===== config.mk =====
export PLATFORM = sky130hd
export DESIGN_NAME = multi_client_watchdog
export DESIGN_NICKNAME = d
export VERILOG_FILES = /design/src/sv/mcw_pkg.sv /design/src/sv/mcw_ram.sv /design/src/sv/mcw_front.sv /design/src/sv/mcw_back.sv /design/src/sv/multi_client_watchdog.sv
export SDC_FILE = /design/constraint.sdc
export NUM_CORES = 1
export LEC_CHECK = 0
export ABC_AREA = 1
export BUFFER_PORTS_ARGS = -buffer_cell sky130_fd_sc_hd__buf_4
export CAP_MARGIN = 20
export CORE_AREA = 4 4 337 339
export CTS_CLUSTER_SIZE = 16
export DETAILED_ROUTE_END_ITERATION = 10
export DIE_AREA = 0 0 341 343
export GPL_TIMING_DRIVEN = 0
export HOLD_SLACK_MARGIN = 0.03
export SETUP_SLACK_MARGIN = 0.2
export SYNTH_ARGS = -nofsm -noshare
export SYNTH_HDL_FRONTEND = slang
export SYNTH_HIERARCHICAL = 1
export SYNTH_SLANG_ARGS = --single-unit

===== constraint.sdc =====
create_clock -name aclk -period 13.9 [get_ports aclk]
set_clock_uncertainty 0.2 [all_clocks]
set_input_delay 0 -clock aclk [delete_from_list [all_inputs] [get_ports aclk]]
set_output_delay 0 -clock aclk [all_outputs]
set_load 0.02 [all_outputs]

===== src/sv/mcw_pkg.sv =====
// mcw_pkg: shared types and codes of the multi-client watchdog
// holds the queued word layout, operation codes and result status codes
// no dependencies
package mcw_pkg;

    // action field of an incoming word
    localparam logic [1:0] ACT_KICK = 2'd0;
    localparam logic [1:0] ACT_TICK = 2'd1;
    localparam logic [1:0] ACT_STOP = 2'd2;

    // operation after classification in the front end
    typedef logic [1:0] mcw_op_t;
    localparam mcw_op_t OP_NOP  = 2'd0;
    localparam mcw_op_t OP_KICK = 2'd1;
    localparam mcw_op_t OP_TICK = 2'd2;
    localparam mcw_op_t OP_STOP = 2'd3;

    // result status codes
    typedef logic [2:0] mcw_status_t;
    localparam mcw_status_t ST_OK      = 3'd0;
    localparam mcw_status_t ST_NEW     = 3'd1;
    localparam mcw_status_t ST_FULL    = 3'd2;
    localparam mcw_status_t ST_TIMEOUT = 3'd3;
    localparam mcw_status_t ST_STOP    = 3'd4;
    localparam mcw_status_t ST_HALTED  = 3'd5;

    localparam int ID_W   = 16;
    localparam int CODE_W = 6;
    localparam int TIME_W = 32;
    localparam int LIM_W  = 16;
    localparam int IDX_W  = 4;

    // one classified word in the queue between front and back
    typedef struct packed {
        mcw_op_t           op;
        logic [ID_W-1:0]   client_id;
        logic [CODE_W-1:0] signal_code;
    } mcw_item_t;

endpackage


===== src/sv/mcw_ram.sv =====
// mcw_ram: generic simple dual-port ram, one write and one registered read port
// no dependencies
module mcw_ram #(
    parameter int WIDTH = 8,
    parameter int DEPTH = 16
) (
    input  logic                                  aclk,
    input  logic                                  wr_en,
    input  logic [(DEPTH > 1 ? $clog2(DEPTH) : 1)-1:0] wr_addr,
    input  logic [WIDTH-1:0]                      wr_data,
    input  logic [(DEPTH > 1 ? $clog2(DEPTH) : 1)-1:0] rd_addr,
    output logic [WIDTH-1:0]                      rd_data
);

    logic [WIDTH-1:0] mem_reg [DEPTH];
    logic [WIDTH-1:0] rd_data_reg;

    always_ff @(posedge aclk) begin
        if (wr_en) begin
            mem_reg[wr_addr] <= wr_data;
        end
        rd_data_reg <= mem_reg[rd_addr];
    end

    assign rd_data = rd_data_reg;

endmodule


===== src/sv/mcw_front.sv =====
// mcw_front: accepts input words, classifies the action and queues them
// depends on mcw_pkg
module mcw_front import mcw_pkg::*; (
    input  logic              aclk,
    input  logic              aresetn,
    input  logic              s_valid,
    output logic              s_ready,
    input  logic [1:0]        s_action,
    input  logic [ID_W-1:0]   s_client_id,
    input  logic [CODE_W-1:0] s_signal_code,
    output logic              head_valid,
    output mcw_item_t         head_item,
    input  logic              head_pop
);

    mcw_item_t  buf_reg [2];
    logic       wr_ptr_reg;
    logic       rd_ptr_reg;
    logic [1:0] fill_reg;
    mcw_item_t  item_in;
    logic       push;
    logic       pop;

    // classify the action
    always_comb begin
        item_in.client_id   = s_client_id;
        item_in.signal_code = s_signal_code;
        case (s_action)
            ACT_KICK: item_in.op = OP_KICK;
            ACT_TICK: item_in.op = OP_TICK;
            ACT_STOP: item_in.op = OP_STOP;
            default:  item_in.op = OP_NOP;
        endcase
    end

    assign s_ready    = (fill_reg != 2'd2);
    assign head_valid = (fill_reg != 2'd0);
    assign head_item  = buf_reg[rd_ptr_reg];
    assign push       = s_valid && s_ready;
    assign pop        = head_pop && head_valid;

    always_ff @(posedge aclk) begin
        if (push) begin
            buf_reg[wr_ptr_reg] <= item_in;
        end
    end

    always_ff @(posedge aclk) begin
        if (!aresetn) begin
            wr_ptr_reg <= 1'b0;
            rd_ptr_reg <= 1'b0;
            fill_reg   <= 2'd0;
        end else begin
            if (push) begin
                wr_ptr_reg <= ~wr_ptr_reg;
            end
            if (pop) begin
                rd_ptr_reg <= ~rd_ptr_reg;
            end
            if (push && !pop) begin
                fill_reg <= fill_reg + 2'd1;
            end else if (pop && !push) begin
                fill_reg <= fill_reg - 2'd1;
            end
        end
    end

endmodule


===== src/sv/mcw_back.sv =====
// mcw_back: executes queued words, walks the client table, holds the result register
// depends on mcw_pkg and mcw_ram
module mcw_back import mcw_pkg::*; #(
    parameter int MAX_CLIENTS = 16,
    parameter int ID_BITS     = 16
) (
    input  logic              aclk,
    input  logic              aresetn,
    input  logic              cfg_valid,
    input  logic [LIM_W-1:0]  cfg_data,
    input  logic              head_valid,
    input  mcw_item_t         head_item,
    output logic              head_pop,
    output logic              m_valid,
    input  logic              m_ready,
    output mcw_status_t       m_status,
    output logic [IDX_W-1:0]  m_entry_index,
    output logic              m_cancel_all,
    output logic [CODE_W-1:0] m_stop_code
);

    localparam int AW    = (MAX_CLIENTS > 1) ? $clog2(MAX_CLIENTS) : 1;
    localparam int CW    = $clog2(MAX_CLIENTS + 1);
    localparam int KEY_W = (ID_BITS < ID_W) ? ID_BITS : ID_W;
    localparam logic [CW-1:0] MAX_COUNT = CW'(MAX_CLIENTS);

    localparam logic S_IDLE = 1'b0;
    localparam logic S_WALK = 1'b1;

    logic              state_reg;
    mcw_op_t           op_reg;
    logic [KEY_W-1:0]  key_reg;
    logic [LIM_W-1:0]  limit_reg;
    logic [TIME_W-1:0] time_now_reg;
    logic [CW-1:0]     count_reg;
    logic [CODE_W-1:0] pending_reg;
    logic              halted_reg;
    logic [CW-1:0]     rd_addr_reg;
    logic [CW-1:0]     cmp_idx_reg;
    logic              cmp_vld_reg;
    logic              m_valid_reg;
    mcw_status_t       status_reg;
    logic [IDX_W-1:0]  index_reg;
    logic              cancel_reg;
    logic [CODE_W-1:0] code_reg;

    logic [KEY_W-1:0]  id_q;
    logic [TIME_W-1:0] time_q;
    logic [TIME_W-1:0] age;
    logic              hit;
    logic              at_end;
    logic              walk_end;
    logic              full;
    logic              id_we;
    logic              time_we;
    logic [AW-1:0]     time_waddr;

    mcw_ram #(.WIDTH(KEY_W), .DEPTH(MAX_CLIENTS)) u_id_ram (
        .aclk    (aclk),
        .wr_en   (id_we),
        .wr_addr (count_reg[AW-1:0]),
        .wr_data (key_reg),
        .rd_addr (rd_addr_reg[AW-1:0]),
        .rd_data (id_q)
    );

    mcw_ram #(.WIDTH(TIME_W), .DEPTH(MAX_CLIENTS)) u_time_ram (
        .aclk    (aclk),
        .wr_en   (time_we),
        .wr_addr (time_waddr),
        .wr_data (time_now_reg),
        .rd_addr (rd_addr_reg[AW-1:0]),
        .rd_data (time_q)
    );

    // age taken modulo 2^32
    assign age      = time_now_reg - time_q;
    assign hit      = (op_reg == OP_TICK) ? (age > {{(TIME_W-LIM_W){1'b0}}, limit_reg})
                                          : (id_q == key_reg);
    assign at_end   = (cmp_idx_reg == count_reg);
    assign full     = (count_reg == MAX_COUNT);
    assign walk_end = (state_reg == S_WALK) && cmp_vld_reg && (at_end || hit);

    // table updates on the last walk cycle of a kick
    assign id_we      = walk_end && (op_reg == OP_KICK) && at_end && !full;
    assign time_we    = walk_end && (op_reg == OP_KICK) && !(at_end && full);
    assign time_waddr = at_end ? count_reg[AW-1:0] : cmp_idx_reg[AW-1:0];

    assign head_pop = (state_reg == S_IDLE) && head_valid && !m_valid_reg;

    always_ff @(posedge aclk) begin
        if (!aresetn) begin
            state_reg    <= S_IDLE;
            limit_reg    <= LIM_W'(2);
            time_now_reg <= '0;
            count_reg    <= '0;
            pending_reg  <= '0;
            halted_reg   <= 1'b0;
            cmp_vld_reg  <= 1'b0;
            m_valid_reg  <= 1'b0;
        end else begin
            if (cfg_valid) begin
                limit_reg <= cfg_data;
            end
            if (m_valid_reg && m_ready) begin
                m_valid_reg <= 1'b0;
            end
            case (state_reg)
                S_IDLE: begin
                    if (head_pop) begin
                        op_reg      <= head_item.op;
                        key_reg     <= head_item.client_id[KEY_W-1:0];
                        rd_addr_reg <= '0;
                        cmp_vld_reg <= 1'b0;
                        status_reg  <= ST_OK;
                        index_reg   <= '0;
                        cancel_reg  <= 1'b0;
                        code_reg    <= '0;
                        if (halted_reg) begin
                            status_reg  <= ST_HALTED;
                            m_valid_reg <= 1'b1;
                        end else begin
                            case (head_item.op)
                                OP_KICK: begin
                                    state_reg <= S_WALK;
                                end
                                OP_TICK: begin
                                    time_now_reg <= time_now_reg + TIME_W'(1);
                                    state_reg    <= S_WALK;
                                end
                                OP_STOP: begin
                                    pending_reg <= head_item.signal_code;
                                    m_valid_reg <= 1'b1;
                                end
                                default: begin
                                    m_valid_reg <= 1'b1;
                                end
                            endcase
                        end
                    end
                end
                S_WALK: begin
                    // ram address runs one entry ahead of the compare
                    rd_addr_reg <= rd_addr_reg + CW'(1);
                    cmp_idx_reg <= rd_addr_reg;
                    cmp_vld_reg <= 1'b1;
                    if (walk_end) begin
                        state_reg   <= S_IDLE;
                        cmp_vld_reg <= 1'b0;
                        m_valid_reg <= 1'b1;
                        if (op_reg == OP_KICK) begin
                            if (!at_end) begin
                                status_reg <= ST_OK;
                                index_reg  <= IDX_W'(cmp_idx_reg);
                            end else if (full) begin
                                status_reg <= ST_FULL;
                            end else begin
                                status_reg <= ST_NEW;
                                index_reg  <= IDX_W'(count_reg);
                                count_reg  <= count_reg + CW'(1);
                            end
                        end else begin
                            if (!at_end) begin
                                halted_reg <= 1'b1;
                                status_reg <= ST_TIMEOUT;
                                index_reg  <= IDX_W'(cmp_idx_reg);
                                cancel_reg <= 1'b1;
                            end else if (pending_reg != '0) begin
                                halted_reg <= 1'b1;
                                status_reg <= ST_STOP;
                                cancel_reg <= 1'b1;
                                code_reg   <= pending_reg;
                            end
                        end
                    end
                end
                default: begin
                    state_reg <= S_IDLE;
                end
            endcase
        end
    end

    assign m_valid       = m_valid_reg;
    assign m_status      = status_reg;
    assign m_entry_index = index_reg;
    assign m_cancel_all  = cancel_reg;
    assign m_stop_code   = code_reg;

endmodule


===== src/sv/multi_client_watchdog.sv =====
// multi_client_watchdog: top level of the multi-client software watchdog
// depends on mcw_pkg, mcw_front, mcw_back and mcw_ram
//
//  channel   direction  handshake            payload
//  s_        in         s_valid / s_ready    s_action, s_client_id, s_signal_code
//  m_        out        m_valid / m_ready    m_status, m_entry_index, m_cancel_all,
//                                            m_stop_code
//  cfg_      in         cfg_valid/cfg_ready  cfg_data (timeout_limit)
//
// a kick or tick walks the client table between queue head and result, one ram
// read a cycle, and ends at the first hit or at the client count
// stop requests, unused actions and words to a halted block skip the walk
// until full, the two-entry queue takes words while the walk runs or a result waits
// synchronous active-low reset, no clearing pass: table entries are only read
// below the client count, which reset clears
module multi_client_watchdog import mcw_pkg::*; #(
    parameter int MAX_CLIENTS = 16,
    parameter int ID_BITS     = 16
) (
    input  logic              aclk,
    input  logic              aresetn,
    // configuration write
    input  logic              cfg_valid,
    output logic              cfg_ready,
    input  logic [LIM_W-1:0]  cfg_data,
    // input words
    input  logic              s_valid,
    output logic              s_ready,
    input  logic [1:0]        s_action,
    input  logic [ID_W-1:0]   s_client_id,
    input  logic [CODE_W-1:0] s_signal_code,
    // result words
    output logic              m_valid,
    input  logic              m_ready,
    output logic [2:0]        m_status,
    output logic [IDX_W-1:0]  m_entry_index,
    output logic              m_cancel_all,
    output logic [CODE_W-1:0] m_stop_code
);

    logic      head_valid;
    mcw_item_t head_item;
    logic      head_pop;

    // the limit register is always writable
    assign cfg_ready = 1'b1;

    // front end: accept, classify, queue
    mcw_front u_front (
        .aclk          (aclk),
        .aresetn       (aresetn),
        .s_valid       (s_valid),
        .s_ready       (s_ready),
        .s_action      (s_action),
        .s_client_id   (s_client_id),
        .s_signal_code (s_signal_code),
        .head_valid    (head_valid),
        .head_item     (head_item),
        .head_pop      (head_pop)
    );

    // back end: table walk, time base, halt logic and result register
    mcw_back #(
        .MAX_CLIENTS (MAX_CLIENTS),
        .ID_BITS     (ID_BITS)
    ) u_back (
        .aclk          (aclk),
        .aresetn       (aresetn),
        .cfg_valid     (cfg_valid),
        .cfg_data      (cfg_data),
        .head_valid    (head_valid),
        .head_item     (head_item),
        .head_pop      (head_pop),
        .m_valid       (m_valid),
        .m_ready       (m_ready),
        .m_status      (m_status),
        .m_entry_index (m_entry_index),
        .m_cancel_all  (m_cancel_all),
        .m_stop_code   (m_stop_code)
    );

`ifndef SYNTHESIS
    // cancel-all goes out exactly with a timeout or a stop
    a_cancel_status: assert property (@(posedge aclk) disable iff (!aresetn)
        m_valid |-> (m_cancel_all == ((m_status == ST_TIMEOUT) || (m_status == ST_STOP))))
        else $error("cancel_all disagrees with status");

    // a stop code is only reported with a stop status
    a_code_status: assert property (@(posedge aclk) disable iff (!aresetn)
        (m_valid && (m_status != ST_STOP)) |-> (m_stop_code == '0))
        else $error("stop code outside a stop result");

    // the back end never pops an empty queue
    a_pop_nonempty: assert property (@(posedge aclk) disable iff (!aresetn)
        head_pop |-> head_valid)
        else $error("pop from empty queue");

    // a new word is only taken from the queue once the result register is free
    a_pop_result_free: assert property (@(posedge aclk) disable iff (!aresetn)
        head_pop |=> !(m_valid && $past(m_valid)))
        else $error("result overwritten");
`endif

endmodule


Word-level counts from Yosys, hierarchy flattened
Memories as Yosys holds them, arrays and structs flattened. A register that Yosys moved wholly into a read port is not among the register bits.
Cells that the tools add are included.
- add/sub/neg operators: 6
- order comparisons: 1
- eq/ne operators: 21
- mux-type cells: 55
- bitwise logic cells: 6
- reduce and logical (&&, ||, !) cells: 36
- operators by type and width (operator ; number):
    32-bit by 1-bit adder with 32-bit output (second input constant) ; 1
    32-bit by 16-bit greater-than comparator with 1-bit output ; 1
    32-bit subtractor ; 1
    6-bit 2-to-1 mux ; 5
    4-bit 2-to-1 mux ; 7
    1-bit 2-to-1 mux ; 23
    3-bit 2-to-1 mux ; 7
    16-bit == test ; 1
    4-bit AND reduction ; 4
    5-bit AND reduction ; 3
    1-bit logical AND ; 14
    2-bit inequality test (second input constant) ; 7
    6-bit one-hot mux with 2 select lines ; 1
    5-bit by 1-bit adder with 5-bit output (second input constant) ; 2
    5-bit one-hot mux with 2 select lines ; 1
    3-bit inequality test (second input constant) ; 3
    2-bit == test (second input constant) ; 4
    1-bit one-hot mux with 2 select lines ; 4
    4-bit one-hot mux with 2 select lines ; 1
    2-bit by 1-bit == test with 1-bit output (second input constant) ; 3
    2-bit 2-to-1 mux ; 3
    1-bit inverter ; 6
    2-bit one-hot mux with 3 select lines ; 1
    3-bit one-hot mux with 2 select lines ; 1
    15 further kinds ; 21
- register bits after elaboration: 109
- RAM bits: 816
- bits of input ports: 45
- logic and storage cells: 147
- memories kept: 3
- memories (name ; words ; width ; rd ports ; clocked after Yosys merged registers in ; wr ports ; line ; source):
    u_back.u_time_ram.mem_reg ; 16 ; 32 ; 1 ; 1 ; 1 ; mcw_ram.sv:15 ; logic [WIDTH-1:0] mem_reg [DEPTH];
    u_back.u_id_ram.mem_reg ; 16 ; 16 ; 1 ; 1 ; 1 ; mcw_ram.sv:15 ;
    u_front.buf_reg ; 2 ; 24 ; 1 ; 1 ; 1 ; mcw_front.sv:16 ; mcw_item_t buf_reg [2];

Longest topological paths before layout
Gate-level depths: netlist of the first run.
- depth after elaboration: 10
- depth in mapped cells: 29
- mapped depth without buffers: 29

By module
The synthesis of the first run kept the hierarchy.
- modules (own cells, without submodules) (module ; times used ; cells an instance ; area an instance (um^2)):
    mcw_ram at u_back.u_time_ram ; 1 ; 2120 ; 22730.6
    mcw_ram at u_back.u_id_ram ; 1 ; 1074 ; 11388.4
    mcw_back ; 1 ; 1140 ; 7677.4
    mcw_front ; 1 ; 119 ; 2133.3
    multi_client_watchdog ; 1 ; 2 ; 11.3

Worst setup path after synthesis of the first run
Ideal clock, no wire load.
- path kind: register to register
- start: register u_back.time_now_reg[0]
- end: memory u_back/u_time_ram/mem_reg[12][0] in the netlist's numbering (enable)
- data arrival time: 4.629 ns
- required time: 13.279 ns
- slack: 8.650 ns
- cell stages (with the launch flop): 27
- path buffers: 0
- period minus slack after synthesis: 5.250 ns
- path through: dfxtp_1 -> inv_1 -> ha_1 -> fa_1 -> inv_1 -> nand3_1 -> nand3_1 -> nand2_1 -> nand3_1 -> xor2_1 -> ha_1 -> nand4_1 -> nor2_1 -> nand2_1 -> nand2_1 -> nand2_1 -> nand2_1 -> nor2_1 -> nand2_1 -> nor2_1 -> nand2_1 -> nand2_1 -> nand2_2 -> nand3_1 -> nor2_1 -> nand3_1 -> nor2_1
- cells in the longest elaborated chain, start to end: 9
- RTL lines (what ; line ; source):
    from (decl) ; mcw_back.sv:34 ; logic [TIME_W-1:0] time_now_reg;
    from (signal assigned) ; mcw_back.sv:128 ; time_now_reg <= time_now_reg + TIME_W'(1);
    32-bit subtractor ; mcw_back.sv:77 ; assign age = time_now_reg - time_q;
    32-bit by 16-bit greater-than comparator with 1-bit output ; mcw_back.sv:78 ; assign hit = (op_reg == OP_TICK) ? (age > {{(TIME_W-LIM_W){1'b0}}, limit_reg})
    1-bit 2-to-1 mux ; mcw_back.sv:78 ;
    1-bit logical OR ; mcw_back.sv:82 ; assign walk_end = (state_reg == S_WALK) && cmp_vld_reg && (at_end || hit);
    1-bit logical AND ; mcw_back.sv:82 ;
    1-bit logical AND (2 in a row) ; mcw_back.sv:86 ; assign time_we = walk_end && (op_reg == OP_KICK) && !(at_end && full);
    net u_back.time_we ; mcw_back.sv:55 ; logic time_we;
    1-bit 2-to-1 mux ; mcw_ram.sv:19 ; if (wr_en) begin
    1-bit 2-to-1 mux (not written as such) ; mcw_ram.sv:20 ; mem_reg[wr_addr] <= wr_data;
    to (decl) ; mcw_ram.sv:15 ;
The timed path passes the listed nets, and every way through them passes these cells.

Worst setup path in the final report of the first run
- start: register u_back.time_now_reg[0]
- end: memory u_back/u_time_ram/mem_reg[6][12] in the netlist's numbering (enable)
The elaborated chain is that of the path after synthesis.

==> results.md, run 1 <==
* Post-Synthesis Cells at ~4,500
* Drt pass-1 iters at 6
* DRT antenna net count at 0
* Fmax at 158 MHz
* Avg Vias per Cell at 4.97
* Worst VDD drop at 0.136 mV
* Clk pin slew, worst setup/hold paths at about 0.06 ns
* Largest net degree at the start of global routing at 24
* Slew @ Worst Pin at 1.04 ns
* Pre-CTS setup slack at between 7 and 8 ns
* Netlist Area Pre-Place at 43,900 sq um
* Power per Cell Area at roughly 170 nW/um^2
* Most frequent cells in the layout: nand2_1, edfxtp_1, inv_1
* Hold Buf Count CTS at 115
* RSZ-0062 raised after global routing: false
* GRT overflow at 0
* TritonCTS Sinks at 974
* Die H at 343 um
* Final Hold Violating Endpoints at 0
* Root Driver: clkbuf_16
* Layer with the highest usage: met2
* DRC errors left at 0
* Yosys reg bits at 974
* PortBufs at 60
* Reg2reg path depth at 27
* Setup violators final at 0
* Max cap viols at 0
* Clk Latency, worst-skew pair at around 0.68 ns
* Max Fanout on Critical Path at 18
* Die X at 341 um
* # rows at between 100 and 150
* Drt total wl at 126 mm
* Syn-to-layout area delta at 17.2%
* Clk buf depth at 3
* Synth unique cells at between 50 and 60
* Final Power at 0.00887 W
* DR vias at 31,527
* # diodes at 0
* Lkg Pwr at around 22 nW
* Arr. time, crit path at ~6.5 ns
* Share of cells above drive strength 1 at a little under a tenth
* Min-Delay Path Class: input port to register
* Setup TNS at 0 ns
* Avg Cell Area, Syn at 9.86 sq um
* Critical path type: register to register
* Met2 GRT Util at 36.3%
* Initial antenna violation count at 0
* Tcrit/Tclk final at 45.4%
* Nets at 4,869
* Clock period minus final worst setup slack at 6.31 ns
* Critical Path RT at 14.06 ns
* First-pass GRT wire length at 187 mm
* Worst setup SP type: register
* Initial core utilization at 39.8%
* Total CTS buffers at 100
* Met1 Use GR at approximately 28%
* CTS tree: done
* Vias in the first global route at 29,950
* Post-synth top flop: edfxtp_1
* H-tree Lvls at 3
* Crit. End Element: register
* Number of DRC markers in iteration 0 at ~2,900
* Post-synth EDFFs at about 860
* Routed length per placed instance at roughly 20 um
* YS warnings at 6
* Hold Crit Depth at 5
* Max reg flops at 512
* Outcome: finished, final reports clean
* Relative slew slack at 31.0%
* Post-synthesis sequential area ratio at 63.9%
* Post-CTS Setup Repair Bufs at 0
* Die ar. at 117,000 sq um
* Met3 Use GR at 3.05%
* I/O pin count at 62
* Final max-slew violation count at 0
* Post-DP HPWL at 85.5 mm
* Net Count, Synth at 4,558
* Final WS setup at 7.59 ns
* Post_cts resized at 0
* GR Util All Layers at 21.3%
* Async S/R FF share, synth at 0%
* Core ar. at 110,000 sq um
* Commonest non-fill, non-tap cell in the layout: nand2_1
* Global placer's final weighted congestion at 0.881
-- worst max-delay path: stages (launching register included) --
cell and delay, ns:
dfxtp_1 0.78, inv_1 0.25, ha_1 0.29, fa_1 0.40, inv_1 0.12, nand3_1 0.07
nand3_1 0.14, nand2_1 0.07, nand3_1 0.17, xor2_1 0.13, ha_1 0.29, nand4_1 0.12
nor2_1 0.16, nand2_1 0.07, nand2_1 0.05, nand2_1 0.06, nand2_1 0.06, nor2_1 0.04
nand2_1 0.10, nor2_1 0.05, nand2_1 0.15, nand2_1 0.09, nand2_2 0.16, nand3_1 0.11
nor2_1 0.31, nand3b_1 0.40, nor2_4 0.84, buf_16 0.25
-- metrics by stage --
stage	std cells	util, %	instance area [sq um]	hold slack (ns)
2_1_floorplan	4455	-	43900	-0.101
5_1_grt	6339	46.7	51500	0.120
6_report	6339	46.7	51500	0.125
3_5_place_dp	6035	42.7	47100	-0.0120
4_1_cts	6337	46.7	51500	0.0800
3_3_place_gp	6003	41.9	46300	-0.0129
-- cells in the mapped netlist, drive strengths merged (2+ instances only) --
cell type,n,area [sq um]
a21oi,75,375
and2,7,43.8
and3,3,18.8
buf,140,1000
clkbuf,37,139
clkinv,2,8.75
dfxtp,116,2320
edfxtp,858,25800
ha,57,713
inv,822,3090
mux2,24,345
nand2,1360,5130
nand3,637,3220
nand3b,5,37.5
nand4,25,156
nor2,156,646
nor3,25,146
nor3b,2,15.0
nor4,6,52.6
o21a,2,15.0
o21ai,33,165
o21bai,3,22.5
xnor2,17,149
xor2,34,298
-- path summary, 6_finish.rpt --
path / start / endpoint / slack, ns
min: s_valid / u_front/wr_ptr_reg$_SDFFE_PN0P_ / 0.13
max reg2reg: u_back/time_now_reg[0]$_SDFFE_PN0P_ / u_back/u_time_ram/mem_reg[6][12]$_DFFE_PP_ / 7.59
max: u_back/time_now_reg[0]$_SDFFE_PN0P_ / u_back/u_time_ram/mem_reg[6][12]$_DFFE_PP_ / 7.59
min reg2reg: u_back/cmp_vld_reg$_SDFFE_PN0N_ / u_back/cmp_vld_reg$_SDFFE_PN0N_ / 0.26
-- cells by family after synthesis --
| logic type | count (synthesis) | share of synthesized area (%) |
|---|---|---|
| AND/OR/NAND/NOR | 2227 | 21.5 |
| buffers and inverters | 1001 | 9.64 |
| flip-flops | 974 | 63.9 |
| AO/OA/AOI/OAI | 119 | 1.42 |
| adder cells (fa/ha/maj) | 58 | 1.67 |
| XOR/XNOR | 51 | 1.02 |
| multiplexers | 24 | 0.786 |
| other | 1 | 0.00853 |
-- routing by layer --
layer / share of wire, % / up-vias
met5: 0 / -
met4: 3.9 / 0
met3: 6.6 / 252
met1: 41 / 15178
met2: 49 / 1116
li1: - / 14981
-- cell type report --
cell class / count / area (sq um)
fillers: 10072 / 58800
flip-flops and latches: 974 / 28100
multi-input cells: 2480 / 11800
inverters: 824 / 3100
clock buffers: 126 / 2680
repair buffers: 209 / 2300
well taps: 1488 / 1860
plain buffers: 177 / 1140
clock inverters: 61 / 571
-- power by group --
group / internal [W] / switching, W / leakage (nW)
combinational: 0.000836 / 0.00178 / 11.6
sequential: 0.00340 / 0.000203 / 9.11
clock: 0.00152 / 0.00114 / 1.58
total: 0.00576 / 0.00312 / 22.3
Note: power is estimated with default switching activity, not from simulation.
==> run 2, diff against run 1 <==
--- a/config.mk
+++ b/config.mk
@@ -5,13 +5,13 @@
 export SDC_FILE = /design/constraint.sdc
 export NUM_CORES = 1
 export LEC_CHECK = 0
-export ABC_AREA = 1
+export ABC_AREA = 0
 export BUFFER_PORTS_ARGS = -buffer_cell sky130_fd_sc_hd__buf_4
 export CAP_MARGIN = 20
-export CORE_AREA = 4 4 337 339
+export CORE_AREA = 4 4 319 321
 export CTS_CLUSTER_SIZE = 16
 export DETAILED_ROUTE_END_ITERATION = 10
-export DIE_AREA = 0 0 341 343
+export DIE_AREA = 0 0 323 325
 export GPL_TIMING_DRIVEN = 0
 export HOLD_SLACK_MARGIN = 0.03
 export SETUP_SLACK_MARGIN = 0.2
==> constraint.sdc (replaced) <==
create_clock -name aclk -period 5.8 [get_ports aclk]
set_clock_uncertainty 0.2 [all_clocks]
set_input_delay 0 -clock aclk [delete_from_list [all_inputs] [get_ports aclk]]
set_output_delay 0 -clock aclk [all_outputs]
set_load 0.02 [all_outputs]
==> run 2 against run 1 <==
  * Critical path depth shrank 4
  * Global-route usage shrank 2.8 points
  * Cell area shrank 8.7%
  * Utilization grew 0.72 points
  * Power grew 110%
  * Register-to-register slack lost 7.2 ns
  * First-iteration DRC count shrank 34%
  * Critical path type unchanged
  * Largest cell class unchanged
==> results.md, run 2 <==
* Outcome: finished, final reports clean
* Netlist Area Pre-Place at 39,300 sq um
* TritonCTS Sinks at a little under 1,000
* Critical path type: register to register
* Die H at roughly 330 um
* Hold slack at between 0.06 and 0.07 ns
* Drt pass-1 iters at 5
* Most frequent cells in the layout: edfxtp_1, mux4_2, nand2_1
* DR vias at 21,698
* Post-synth EDFFs at 858
* Layout fillers at 8,338
* Vias in the first global route at roughly 22,000
* Avg Cell Area, Syn at 17.6 sq um
* Relative slew slack at 28.6%
* Crit. End Element: register
* P_sw at 0.00516 W
* Area contributors post-synth: edfxtp_1, mux4_2, dfxtp_1
* Post-synthesis sequential area ratio at 71.5%
* Sequential Power Share at 45.2%
* Clock power share at 34.1%
* Min-Delay Path Class: input port to register
* Synth top area share at 65.6%
* Commonest non-fill, non-tap cell in the layout: edfxtp_1
* PortBufs at 59
* Post-layout util at between 40% and 50%
* P_int at 0.0134 W
* Yosys reg bits at 974
* I/O pin count at 62
* Max Fanout on Critical Path at 20
* CTS tree: done
* Net Count, Synth at between 2,000 and 2,500
* Commonest cells in the netlist: edfxtp_1, mux4_2, nand2_1, dfxtp_1, a22oi_1
* Largest net degree at the start of global routing at 25
* Worst setup SP type: register
* Switch share at 27.9%
* Number of DRC markers in iteration 0 at 1,908
* Post-Synthesis Cells at 2,234
* Core ar. at about 100,000 sq um
* Critical Path RT at 6.00 ns
* Worst VDD drop at 0.261 mV
* Clk Latency, worst-skew pair at 0.68 ns
* Max cap viols at 0
* Setup TNS at 0 ns
* Initial antenna violation count at 6
* Setup violators final at 0
* Post-synth top flop: edfxtp_1
* Syn-to-layout area delta at 19.8%
* Tcrit/Tclk final at 93.6%
* Die ar. at 105,000 sq um
* Fmax at 184 MHz
* DRC errors left at 0
* H-tree Lvls at 3
* Final max-slew violation count at 0
* # rows at around 120
* Arr. time, crit path at 5.64 ns
* DRT antenna net count at 0
* Die X at 323 um
* YS warnings at 6
* Clock period minus final worst setup slack at 5.43 ns
* Drt total wl at 96.7 mm
* Total CTS buffers at 96
* GRT overflow at 0
* Power per Cell Area at 394 nW/um^2
* Clk buf depth at 3
* Root Driver: clkbuf_16
* Post-DP HPWL at between 60 and 70 mm
* Routed length per placed instance at 24.5 um
* Avg Vias per Cell at ~5.5
* Global placer's final weighted congestion at 0.893
* Nets at ~2,700
* Clk pin slew, worst setup/hold paths at about 0.060 ns
* First-pass GRT wire length at 144 mm
* Synth unique cells at 83
* Final Hold Violating Endpoints at 0
* RSZ-0062 raised after global routing: false
* GR Util All Layers at 18.4%
* Max reg flops at 512
* Share of cells above drive strength 1 at 23.5%
* Initial core utilization at 39.6%
* Gate power share at 20.8%
* Async S/R FF share, synth at 0%
* Slew @ Worst Pin at 1.07 ns
* Lkg Pwr at about 15 nW
* Most common cell in the netlist: edfxtp_1
* Synth area leader: edfxtp_1
-- run 2: changes by cell type after synthesis, sizes merged, moves of 19 or more --
cell	delta
nand2	-1238
inv	-756
nand3	-604
mux4	+192
a22oi	+97
buf	-86
nor2	-79
and2	+50
xnor2	+44
nor2b	+31
xor2	-19
-- run 2: metal layers --
metal  GRT usage [%]  vias up  part of all wire [%]
met4            5.55        6                   2.7
met5               0        -                 0.035
met1            24.5    11362                    41
li1                -     9531                     -
met2            30.6      635                    49
met3            3.82      164                   6.8
-- run 2: cell families after synthesis --
logic type               after synthesis  synth area share [%]
adder cells (fa/ha/maj)               58                  1.87
other                                  1               0.00955
multiplexers                         235                  12.3
XOR/XNOR                              76                  1.69
AO/OA/AOI/OAI                        276                  4.74
AND/OR/NAND/NOR                      450                  5.97
buffers and inverters                164                  1.91
flip-flops                           974                  71.5
-- run 2: path summary, 6_finish.rpt --
kind	startpoint	end	slack (ns)	depth (start not counted)
min	aresetn	u_back/m_valid$_SDFF_PN0_	0.07	4
max	u_back/time_now_reg[4]$_SDFFE_PN0P_	u_back/u_time_ram/mem_reg[1][4]$_DFFE_PP_	0.37	23
max reg2reg	u_back/time_now_reg[4]$_SDFFE_PN0P_	u_back/u_time_ram/mem_reg[1][4]$_DFFE_PP_	0.37	23
min reg2reg	u_back/state_reg$_SDFF_PN0_	u_back/m_cancel_all$_DFFE_PP_	0.25	0
-- run 2: through the flow --
stage                     setup slack, ns  cell area, sq um  total power, W  instances
after floorplan                    -0.238             39300          0.0110       2234
after global placement              -3.72             41400          0.0122       3591
after detailed placement            -1.64             42200          0.0123       3628
after CTS                           0.233             46900          0.0187       3931
after global routing                0.182             47100          0.0193       3943
final                               0.369             47100          0.0185       3945
-- run 2: timing repair --
action | 4_1_cts | 5_1_grt
buffers inserted | 36 | 10
resized for setup | 39 | 20
pin swaps | 21 | 21
setup endpoints to repair | 523 | 512
endpoints found under the hold margin | 79 | 0
hold buffers | 90 | 0
gates cloned | 0 | 1
-- run 2: power groups by stage --
stage          Clock (W)  Sequential (W)  Combinational, W
2_1_floorplan          0         0.00841           0.00258
3_3_place_gp           0         0.00851           0.00370
3_5_place_dp           0         0.00853           0.00372
4_1_cts          0.00644         0.00837           0.00384
5_1_grt          0.00674         0.00840           0.00417
6_report         0.00631         0.00836           0.00385
-- run 2: layout make-up --
class                           count  area (sq um)  area share, %
Antenna cell                        2          5.00         0.0106
Buffer                             98           500           1.06
Clock buffer                      120          2570           5.47
Clock inverter                     57           647           1.37
Inverter                           66           248          0.526
Multi-Input combinational cell   1096         10700           22.8
Sequential cell                   974         28100           59.8
Tap cell                         1298          1620           3.45
Timing Repair Buffer              234          2590           5.51
-- run 2: worst max-delay path: stages, from the launching register on --
cell and delay (ns):
dfxtp_4 0.42, ha_2 0.40, o2111ai_2 0.19, a211oi_2 0.37
o21ai_2 0.14, nor3_1 0.20, nor2_1 0.07, xnor2_1 0.17
ha_1 0.35, nand4_1 0.16, nor3_4 0.31, buf_4 0.16
a21oi_2 0.06, a2111o_1 0.30, nor4_2 0.28, nand3_1 0.18
nor4_4 0.15, buf_4 0.18, nor3_4 0.06, or3b_4 0.30
buf_4 0.14, nor2_4 0.04, buf_12 0.16, buf_12 0.15
